[config.mk]
export PLATFORM = sky130hd
export DESIGN_NAME = scsi_block_command_responder_top
export DESIGN_NICKNAME = d
export VERILOG_FILES = /design/src/hw/rtl/scbr_pkg.sv /design/src/hw/rtl/scbr_decode.sv /design/src/hw/rtl/scbr_clip.sv /design/src/hw/rtl/scbr_result.sv /design/src/hw/rtl/scsi_block_command_responder_top.sv
export SDC_FILE = /design/constraint.sdc
export NUM_CORES = 2
export LEC_CHECK = 0
export BUFFER_PORTS_ARGS = -buffer_cell sky130_fd_sc_hd__buf_2
export CORE_MARGIN = 2
export CORE_UTILIZATION = 40
export CTS_CLUSTER_DIAMETER = 120
export DETAILED_ROUTE_END_ITERATION = 7
export SYNTH_ARGS = -nofsm -noshare
export SYNTH_HDL_FRONTEND = slang
export SYNTH_SLANG_ARGS = --single-unit
[constraint.sdc]
create_clock -name clk -period 7.2 [get_ports clk]
set_input_delay 0.72 -clock clk [delete_from_list [all_inputs] [get_ports clk]]
set_output_delay 0.72 -clock clk [all_outputs]
set_load 0.02 [all_outputs]
[src/hw/rtl/scbr_pkg.sv]
// Shared types, codes and constants of the SCSI block command responder.
`timescale 1ns / 1ps
`default_nettype none
package scbr_pkg;

  localparam int CFG_IDX_W = 2;
  localparam int CFG_DATA_W = 64;

  localparam logic [CFG_IDX_W-1:0] REG_DISK_SECTORS = 2'd0;
  localparam logic [CFG_IDX_W-1:0] REG_SECTOR_LOG2 = 2'd1;
  localparam logic [CFG_IDX_W-1:0] REG_MEDIA_KIND = 2'd2;

  localparam logic [3:0] LOG2_MIN = 4'd9;
  localparam logic [3:0] LOG2_MAX = 4'd12;
  localparam logic [62:0] DISK_RESET = 63'd1;
  localparam logic [1:0] MEDIA_FIXED = 2'd1;

  localparam logic [2:0] REQ_EXECUTE = 3'd0;
  localparam logic [2:0] REQ_IOCTL = 3'd1;
  localparam logic [2:0] REQ_CLAIM = 3'd2;
  localparam logic [2:0] REQ_RELEASE = 3'd3;
  localparam logic [2:0] REQ_SHUTDOWN = 3'd4;
  localparam logic [2:0] REQ_FLUSH = 3'd5;

  localparam logic [7:0] OP_TEST_UNIT_READY = 8'h00;
  localparam logic [7:0] OP_MODE_SENSE = 8'h1A;
  localparam logic [7:0] OP_MEDIUM_REMOVAL = 8'h1E;
  localparam logic [7:0] OP_READ_CAPACITY = 8'h25;
  localparam logic [7:0] OP_READ10 = 8'h28;
  localparam logic [7:0] OP_WRITE10 = 8'h2A;
  localparam logic [7:0] OP_VERIFY10 = 8'h2F;
  localparam logic [7:0] OP_READ_TOC = 8'h43;
  localparam logic [7:0] OP_READ16 = 8'h88;
  localparam logic [7:0] OP_WRITE16 = 8'h8A;
  localparam logic [7:0] OP_VERIFY16 = 8'h8F;
  localparam logic [7:0] OP_READ_CAPACITY16 = 8'h9E;

  localparam logic [1:0] SRB_SUCCESS = 2'd0;
  localparam logic [1:0] SRB_INVALID = 2'd1;
  localparam logic [1:0] SRB_ERROR = 2'd2;
  localparam logic [1:0] SRB_OVERRUN = 2'd3;

  localparam logic [1:0] OPS_SUCCESS = 2'd0;
  localparam logic [1:0] OPS_NOT_IMPL = 2'd1;
  localparam logic [1:0] OPS_TOO_SMALL = 2'd2;

  localparam logic [1:0] IO_NONE = 2'd0;
  localparam logic [1:0] IO_READ = 2'd1;
  localparam logic [1:0] IO_WRITE = 2'd2;

  localparam logic [31:0] MODE_HDR_BYTES = 32'd4;
  localparam logic [31:0] TOC_BYTES = 32'd804;
  localparam logic [31:0] CAP10_BYTES = 32'd8;
  localparam logic [31:0] CAP16_BYTES = 32'd12;
  localparam logic [63:0] LBA32_MAX = 64'h0000_0000_ffff_ffff;

  typedef enum logic [3:0] {
    CLS_INVALID = 4'd0,
    CLS_NOT_IMPL = 4'd1,
    CLS_SUCCESS = 4'd2,
    CLS_BAD_OP = 4'd3,
    CLS_RW = 4'd4,
    CLS_CAP10 = 4'd5,
    CLS_CAP16 = 4'd6,
    CLS_MODE = 4'd7,
    CLS_TOC = 4'd8
  } cls_t;

  typedef struct packed {
    logic        valid;
    cls_t        cls;
    logic        is_read;
    logic [63:0] start;
    logic [31:0] count;
    logic        off_disk;
    logic [62:0] room;
    logic [31:0] buf_len;
    logic [3:0]  lg;
    logic [62:0] last;
    logic        fixed_disk;
  } dec_t;

  typedef struct packed {
    logic        valid;
    cls_t        cls;
    logic        is_read;
    logic [63:0] start;
    logic [31:0] count;
    logic [43:0] bytes;
    logic [31:0] buf_len;
    logic [3:0]  lg;
    logic [63:0] lba;
    logic        fixed_disk;
  } clip_t;

  typedef struct packed {
    logic        valid;
    logic [1:0]  srb_status;
    logic [1:0]  op_status;
    logic [1:0]  io_mode;
    logic [63:0] first_block;
    logic [31:0] block_count;
    logic [31:0] transfer_bytes;
    logic [31:0] info_bytes;
    logic [63:0] last_lba;
    logic [12:0] block_size;
    logic        medium_type;
  } res_t;

endpackage
`default_nettype wire

[src/hw/rtl/scbr_decode.sv]
// First stage: request and opcode decode, LBA extraction and disk range check.
`timescale 1ns / 1ps
`default_nettype none
module scbr_decode (
  input  wire logic         clk,
  input  wire logic         rst,
  input  wire logic         in_valid,
  input  wire logic [2:0]   req_type,
  input  wire logic [7:0]   lun,
  input  wire logic [63:0]  cdb_head,
  input  wire logic [63:0]  cdb_tail,
  input  wire logic [31:0]  buffer_bytes,
  input  wire logic [62:0]  disk_sectors,
  input  wire logic [3:0]   sector_size_log2,
  input  wire logic [1:0]   media_kind,
  output scbr_pkg::dec_t    s1
);
  import scbr_pkg::*;

  dec_t        dec_next;
  logic [7:0]  op;
  logic [63:0] start_lba;
  logic [31:0] blocks;
  logic [64:0] diff;

  assign op = cdb_head[63:56];

  always_comb begin
    if (op == OP_READ16 || op == OP_WRITE16) begin
      start_lba = {cdb_head[47:0], cdb_tail[63:48]};
      blocks = cdb_tail[47:16];
    end else begin
      start_lba = {32'd0, cdb_head[47:16]};
      blocks = {16'd0, cdb_head[7:0], cdb_tail[63:56]};
    end
  end

  assign diff = {2'b00, disk_sectors} - {1'b0, start_lba};

  always_comb begin
    dec_next = '0;
    dec_next.valid = in_valid;
    dec_next.buf_len = buffer_bytes;
    dec_next.fixed_disk = (media_kind == MEDIA_FIXED);
    dec_next.last = (disk_sectors != '0) ? disk_sectors - 63'd1 : '0;
    if (sector_size_log2 < LOG2_MIN) begin
      dec_next.lg = LOG2_MIN;
    end else if (sector_size_log2 > LOG2_MAX) begin
      dec_next.lg = LOG2_MAX;
    end else begin
      dec_next.lg = sector_size_log2;
    end

    dec_next.start = start_lba;
    dec_next.count = blocks;
    dec_next.off_disk = diff[64] || (diff[63:0] == '0);
    dec_next.room = diff[62:0];
    dec_next.is_read = (op == OP_READ10 || op == OP_READ16);

    if (lun != 8'd0) begin
      dec_next.cls = CLS_INVALID;
    end else begin
      case (req_type)
        REQ_EXECUTE: begin
          case (op)
            OP_TEST_UNIT_READY, OP_VERIFY10, OP_VERIFY16, OP_MEDIUM_REMOVAL:
              dec_next.cls = CLS_SUCCESS;
            OP_READ10, OP_READ16, OP_WRITE10, OP_WRITE16: dec_next.cls = CLS_RW;
            OP_READ_CAPACITY: dec_next.cls = CLS_CAP10;
            OP_READ_CAPACITY16: dec_next.cls = CLS_CAP16;
            OP_MODE_SENSE: dec_next.cls = CLS_MODE;
            OP_READ_TOC: dec_next.cls = CLS_TOC;
            default: dec_next.cls = CLS_BAD_OP;
          endcase
        end
        REQ_IOCTL, REQ_CLAIM, REQ_RELEASE: dec_next.cls = CLS_INVALID;
        REQ_SHUTDOWN, REQ_FLUSH: dec_next.cls = CLS_SUCCESS;
        default: dec_next.cls = CLS_NOT_IMPL;
      endcase
    end
  end

  always_ff @(posedge clk) begin
    if (rst) begin
      s1 <= '0;
    end else begin
      s1 <= dec_next;
    end
  end

endmodule
`default_nettype wire

[src/hw/rtl/scbr_clip.sv]
// Second stage: clip the block count at the disk end and form the byte length.
`timescale 1ns / 1ps
`default_nettype none
module scbr_clip (
  input  wire logic      clk,
  input  wire logic      rst,
  input  scbr_pkg::dec_t s1,
  output scbr_pkg::clip_t s2
);
  import scbr_pkg::*;

  clip_t       clip_next;
  logic [31:0] count1;

  always_comb begin
    if (s1.off_disk) begin
      count1 = '0;
    end else if ({32'd0, s1.count} > {1'b0, s1.room}) begin
      count1 = s1.room[31:0];
    end else begin
      count1 = s1.count;
    end

    clip_next.valid = s1.valid;
    clip_next.cls = s1.cls;
    clip_next.is_read = s1.is_read;
    clip_next.start = s1.start;
    clip_next.count = count1;
    clip_next.bytes = {12'd0, count1} << s1.lg;
    clip_next.buf_len = s1.buf_len;
    clip_next.lg = s1.lg;
    clip_next.fixed_disk = s1.fixed_disk;
    case (s1.cls)
      CLS_CAP10: clip_next.lba = ({1'b0, s1.last} > LBA32_MAX) ? LBA32_MAX : {1'b0, s1.last};
      CLS_CAP16: clip_next.lba = {1'b0, s1.last};
      default:   clip_next.lba = '0;
    endcase
  end

  always_ff @(posedge clk) begin
    if (rst) begin
      s2 <= '0;
    end else begin
      s2 <= clip_next;
    end
  end

endmodule
`default_nettype wire

[src/hw/rtl/scbr_result.sv]
// Third stage: clip to the host buffer and assemble the result word.
`timescale 1ns / 1ps
`default_nettype none
module scbr_result (
  input  wire logic       clk,
  input  wire logic       rst,
  input  scbr_pkg::clip_t s2,
  output scbr_pkg::res_t  s3
);
  import scbr_pkg::*;

  res_t        res_next;
  logic [31:0] count2;
  logic [31:0] xfer_rw;

  always_comb begin
    if (s2.bytes > {12'd0, s2.buf_len}) begin
      count2 = s2.buf_len >> s2.lg;
    end else begin
      count2 = s2.count;
    end
    xfer_rw = count2 << s2.lg;

    res_next = '0;
    res_next.valid = s2.valid;
    res_next.transfer_bytes = s2.buf_len;
    res_next.last_lba = s2.lba;
    case (s2.cls)
      CLS_INVALID: res_next.srb_status = SRB_INVALID;
      CLS_NOT_IMPL: begin
        res_next.srb_status = SRB_INVALID;
        res_next.op_status = OPS_NOT_IMPL;
      end
      CLS_SUCCESS: res_next.srb_status = SRB_SUCCESS;
      CLS_BAD_OP: begin
        res_next.srb_status = SRB_ERROR;
        res_next.op_status = OPS_NOT_IMPL;
      end
      CLS_RW: begin
        res_next.srb_status = SRB_SUCCESS;
        res_next.first_block = s2.start;
        res_next.block_count = count2;
        res_next.transfer_bytes = xfer_rw;
        if (count2 != '0) begin
          res_next.io_mode = s2.is_read ? IO_READ : IO_WRITE;
        end
      end
      CLS_CAP10: begin
        res_next.srb_status = SRB_SUCCESS;
        res_next.info_bytes = CAP10_BYTES;
        res_next.block_size = 13'd1 << s2.lg;
      end
      CLS_CAP16: begin
        res_next.srb_status = SRB_SUCCESS;
        res_next.info_bytes = CAP16_BYTES;
        res_next.block_size = 13'd1 << s2.lg;
      end
      CLS_MODE: begin
        if (s2.buf_len < MODE_HDR_BYTES) begin
          res_next.srb_status = SRB_OVERRUN;
        end else begin
          res_next.srb_status = SRB_SUCCESS;
          res_next.transfer_bytes = MODE_HDR_BYTES;
          res_next.info_bytes = MODE_HDR_BYTES;
          res_next.medium_type = s2.fixed_disk;
        end
      end
      CLS_TOC: begin
        if (s2.buf_len < TOC_BYTES) begin
          res_next.srb_status = SRB_OVERRUN;
          res_next.op_status = OPS_TOO_SMALL;
        end else begin
          res_next.srb_status = SRB_SUCCESS;
          res_next.info_bytes = TOC_BYTES;
        end
      end
      default: res_next.srb_status = SRB_INVALID;
    endcase
  end

  always_ff @(posedge clk) begin
    if (rst) begin
      s3 <= '0;
    end else begin
      s3 <= res_next;
    end
  end

endmodule
`default_nettype wire

[src/hw/rtl/scsi_block_command_responder_top.sv]
// Top level of the SCSI block command responder: configuration registers and pipeline.
//
// Channel  Direction  Handshake            Word
// command  in         start, busy          req_type, lun, cdb_head, cdb_tail, buffer_bytes
// result   out        done (one cycle)     srb_status .. medium_type
// config   in         cfg_valid, cfg_ready cfg_index, cfg_data
//
// One command is taken in every cycle; busy is always low.
// Each result is on done once its command has passed the decode, clip and result
// register stages in turn.
// Synchronous reset empties the pipeline and restores the register defaults.
// The receiver cannot stall, so results leave in order with no holding.
`timescale 1ns / 1ps
`default_nettype none
module scsi_block_command_responder_top (
  input  wire logic                             clk,
  input  wire logic                             rst,
  input  wire logic                             start,
  output logic                                  busy,
  input  wire logic [2:0]                       req_type,
  input  wire logic [7:0]                       lun,
  input  wire logic [63:0]                      cdb_head,
  input  wire logic [63:0]                      cdb_tail,
  input  wire logic [31:0]                      buffer_bytes,
  output logic                                  done,
  output logic [1:0]                            srb_status,
  output logic [1:0]                            op_status,
  output logic [1:0]                            io_mode,
  output logic [63:0]                           first_block,
  output logic [31:0]                           block_count,
  output logic [31:0]                           transfer_bytes,
  output logic [31:0]                           info_bytes,
  output logic [63:0]                           last_lba,
  output logic [12:0]                           block_size,
  output logic                                  medium_type,
  input  wire logic                             cfg_valid,
  output logic                                  cfg_ready,
  input  wire logic [scbr_pkg::CFG_IDX_W-1:0]  cfg_index,
  input  wire logic [scbr_pkg::CFG_DATA_W-1:0] cfg_data
);
  import scbr_pkg::*;

  logic [62:0] disk_sectors;
  logic [3:0]  sector_size_log2;
  logic [1:0]  media_kind;
  dec_t        s1;
  clip_t       s2;
  res_t        s3;

  assign busy = 1'b0;
  assign cfg_ready = 1'b1;

  always_ff @(posedge clk) begin
    if (rst) begin
      disk_sectors <= DISK_RESET;
      sector_size_log2 <= LOG2_MIN;
      media_kind <= MEDIA_FIXED;
    end else if (cfg_valid && cfg_ready) begin
      case (cfg_index)
        REG_DISK_SECTORS: disk_sectors <= cfg_data[62:0];
        REG_SECTOR_LOG2: sector_size_log2 <= cfg_data[3:0];
        REG_MEDIA_KIND: media_kind <= cfg_data[1:0];
        default: ;
      endcase
    end
  end

  scbr_decode u_decode (
    .clk              (clk),
    .rst              (rst),
    .in_valid         (start && !busy),
    .req_type         (req_type),
    .lun              (lun),
    .cdb_head         (cdb_head),
    .cdb_tail         (cdb_tail),
    .buffer_bytes     (buffer_bytes),
    .disk_sectors     (disk_sectors),
    .sector_size_log2 (sector_size_log2),
    .media_kind       (media_kind),
    .s1               (s1)
  );

  scbr_clip u_clip (
    .clk (clk),
    .rst (rst),
    .s1  (s1),
    .s2  (s2)
  );

  scbr_result u_result (
    .clk (clk),
    .rst (rst),
    .s2  (s2),
    .s3  (s3)
  );

  assign done = s3.valid;
  assign srb_status = s3.srb_status;
  assign op_status = s3.op_status;
  assign io_mode = s3.io_mode;
  assign first_block = s3.first_block;
  assign block_count = s3.block_count;
  assign transfer_bytes = s3.transfer_bytes;
  assign info_bytes = s3.info_bytes;
  assign last_lba = s3.last_lba;
  assign block_size = s3.block_size;
  assign medium_type = s3.medium_type;

  a_latency: assert property (@(posedge clk) disable iff (rst)
    (start && !busy) |-> ##3 done)
    else $error("An accepted command did not complete after three cycles.");

  a_no_spurious: assert property (@(posedge clk) disable iff (rst)
    done |-> $past(start, 3))
    else $error("A result appeared with no matching command.");

  a_mode_count: assert property (@(posedge clk) disable iff (rst)
    done |-> ((io_mode != IO_NONE) == (block_count != 32'd0)))
    else $error("Transfer direction and block count disagree.");

  a_mode_ok: assert property (@(posedge clk) disable iff (rst)
    (done && io_mode != IO_NONE) |-> (srb_status == SRB_SUCCESS && info_bytes == 32'd0))
    else $error("A data transfer was launched on a failed or reply command.");

endmodule
`default_nettype wire

==> results.cfg <==
[route]
drc = 0
vias = 31320
vias_per_cell = 5.558
drt-total-wl_microns = 131200
ant_nets = 0
first_iter_violations = 2696
wire_per_inst_microns = 23.29
dr.pass1.iters = 8

[global_routing]
overflow = 0
grt_usage_pct = 27.45
grt_pass1_wl_microns = 192600
antenna_found_initial = 41
grt_start_max_net_pins = 199
grt_pass1_vias = 29410

[synth]
seq_area_frac_synth_pct = 44.33
synth-edff-count = 0
synth-simple-area-share_pct = 24.04
synthAdderAreaFrac_pct = 4.073
ys_ff_latch = 796
synth_cell_type_count = 90
synth_mux_area_share_pct = 5.685
synth_compound_area_share_pct = 14.58
synthFlopType = dfxtp_1
ys_async_sr_fraction_pct = 0
synth.cell_area_sq_mm = 0.03594
syn_inst = 4094
ys_warn_count = 0
syn_area_per_cell_sq_um = 8.779
synth_top_family_by_area = simple AND/OR/NAND/NOR gates
synth_xor_area_share_pct = 2.802

[sta]
hold_viol_final = 0
max_freq_mhz = 162.4
drv_slew = 0
period_minus_slack_ns = 6.159
worstMarginPinSlew_ns = 1.149
rsz0062_at_grt = false
maxSlewHeadroom_pct = 22.84
setup_tns_ns = 0
setup_viol_count_final = 0
skew_ns = 0.03521
finalCritPeriodShare_pct = 85.55

[setup_path]
ff2ff_path_depth = 16
critPathCaptureType = register
path_class = input port to register
crit_arrival_ns = 6.78
crit_start = cdb_head[56]
worstSetupEndpoint = u_decode.s1[163]
reg2reg_to = u_decode.s1[16]
reg2reg_setup_slack_ns = 1.32
crit_path_max_fanout = 7
start_kind = input port
r2r_start = disk_sectors[0]
cp.required_ns = 7.82

[clock_network]
clockRootBuffer = clkbuf_16
postCtsSetupBuffers = 0
cts_max_level = 3
cts_tree = yes
cts.clk_slew.worst_paths_ns = 0.06
clkLatencyLatePin_ns = 0.68
cts.sinks = 796
holdBufCountCts = 0
cts_buffers = 84
ctsResizeCount = 0
clockBufferDepth = 3

[floorplan]
die_x_microns = 303.8
row_count = 109
die_h_microns = 303.8
core-area_sq_mm = 0.08878
initial_utilization_pct = 40.48
io_pins = 488
die-area_sq_mm = 0.09227

[power]
ir_worst_vdd_uv = 181.0
leakage_nw = 17.93
power_density_mw_per_mm2 = 251.2

[run_status]
status = complete, no violations

[final_layout]
fin_nets = 4736
syn_to_final_growth_pct = 16.40
instances_no_fill = 5635
drive_gt1_share_pct = 15.78
nFillCells = 8653

[hold_path]
min_path_type = input port to register

[place]
placedCellCount = 5468
place_congestion = 0.9660
post-dp-hpwl_microns = 98960
port_buffers = 432

[job]
drv_cap = 0
-- per-layer routing --
layer | share of wire, % | track usage [%]
met5 | 0.13 | 0
met4 | 4.3 | 11.79
met3 | 8.4 | 5.945
met2 | 43 | 41.11
met1 | 45 | 37.99
-- registers in the layout, summed over array words and instances, names as in the netlist --
signal	count
disk_sectors	63
media_kind	2
sector_size_log2	4
u_clip.s2	246
u_decode.s1	266
u_result.s3	215
-- layout make-up --
type	instances	area, sq um	share of cell area [%]
Timing Repair Buffer	470	2482	5.933
Clock inverter	40	550.5	1.316
Inverter	101	380.4	0.9091
Sequential cell	796	15940	38.09
Clock buffer	117	2437	5.826
Multi-Input combinational cell	2936	18570	44.38
Tap cell	1165	1458	3.484
Antenna cell	10	25.02	0.05981
-- cell families (layout without fill, tap and decap cells) --
kind of cell	after synthesis	count (layout)
and+or+nand+nor	1702	1702
DFF	796	796
AOI/OAI and AO/OA	789	789
buffers and inverters	390	728
muxes	181	181
adders and majority gates	119	119
xor gates and xnor gates	115	115
other	2	40
-- worst min path at each step --
stage / cells past startpoint / start / end
floorplan: 1 / u_clip.s2[241] / u_result.s3[239]
global placement: 1 / u_clip.s2[241] / u_result.s3[239]
detailed placement: 1 / u_clip.s2[241] / u_result.s3[239]
CTS: 2 / req_type[1] / u_decode.s1[262]
global route: 2 / req_type[1] / u_decode.s1[262]
finish: 2 / req_type[1] / u_decode.s1[262]
-- Yosys cell counts (all sizes together), types with 42 or more instances --
master	number	area, sq um
dfxtp	796	15940
nor2	429	1610
nand2	386	1449
nor2b	271	1695
a21oi	232	1161
clkbuf	219	822.0
mux2i	140	1401
and3	131	819.5
o21ai	114	570.6
ha	105	1314
inv	98	367.9
nor3	88	445.4
xnor2	81	709.4
a21o	76	570.6
nand3	75	375.4
buf	70	404.1
nor4	69	474.2
and2	68	425.4
nand4	45	281.5
o22ai	42	262.8
-- through the flow --
stage | hold slack, ns | power (mW) | cell area [sq um] | worst slack (ns) | util (%)
2_1_floorplan | 0.3906 | 5.538 | 36050 | 1.153 | -
5_1_grt | 0.2322 | 10.89 | 41830 | 0.8247 | 47.11
4_1_cts | 0.2139 | 10.58 | 41810 | 1.162 | 47.09
3_3_place_gp | 0.3990 | 5.982 | 38820 | 0.5625 | 43.73
3_5_place_dp | 0.4115 | 5.986 | 38820 | 0.4554 | 43.73
6_report | 0.2582 | 10.51 | 41840 | 1.041 | 47.12
-- worst max-delay path, cell delays in order --
cell and delay (ns):
buf_2 0.15, or4b_1 0.60, nor2_4 0.20, mux2i_1 0.54
inv_1 0.14, fa_1 0.44, nand2b_1 0.21, nand2_1 0.16
nand4_1 0.16, a211oi_1 0.36, a221oi_1 0.22, o21ai_0 0.66
a21oi_1 0.22, xnor2_1 0.26, nand3_1 0.10, nor4b_1 0.60
nand4_1 0.22, nor4bb_1 0.43, and4_1 0.24, a31o_2 0.14
-- where the power goes --
group | internal [mW] | total (mW) | leakage (nW) | switching, mW
Clock | 2.66 | 4.59 | 1.42 | 1.93
Combinational | 0.452 | 1.27 | 10.0 | 0.816
Sequential | 4.54 | 4.65 | 6.48 | 0.114
Total | 7.65 | 10.5 | 17.9 | 2.86
-- placed cells by master, fill, tap and decap left out, drive strengths merged, types with 25 or more instances in the layout --
cell / count
ha: 105
nor2b: 271
o22a: 26
xnor2: 81
mux2i: 140
o21ai: 114
nand2: 386
buf: 470
a22o: 25
and2: 68
a31oi: 25
nor2: 429
a21oi: 232
xor2: 34
and3: 131
mux2: 25
conb: 30
nand3: 75
clkbuf: 117
nand4: 45
nor4: 69
nand2b: 37
nor3: 88
o22ai: 42
dfxtp: 796
inv: 104
o211ai: 39
a21o: 76
(Power assumes the default switching activity.)
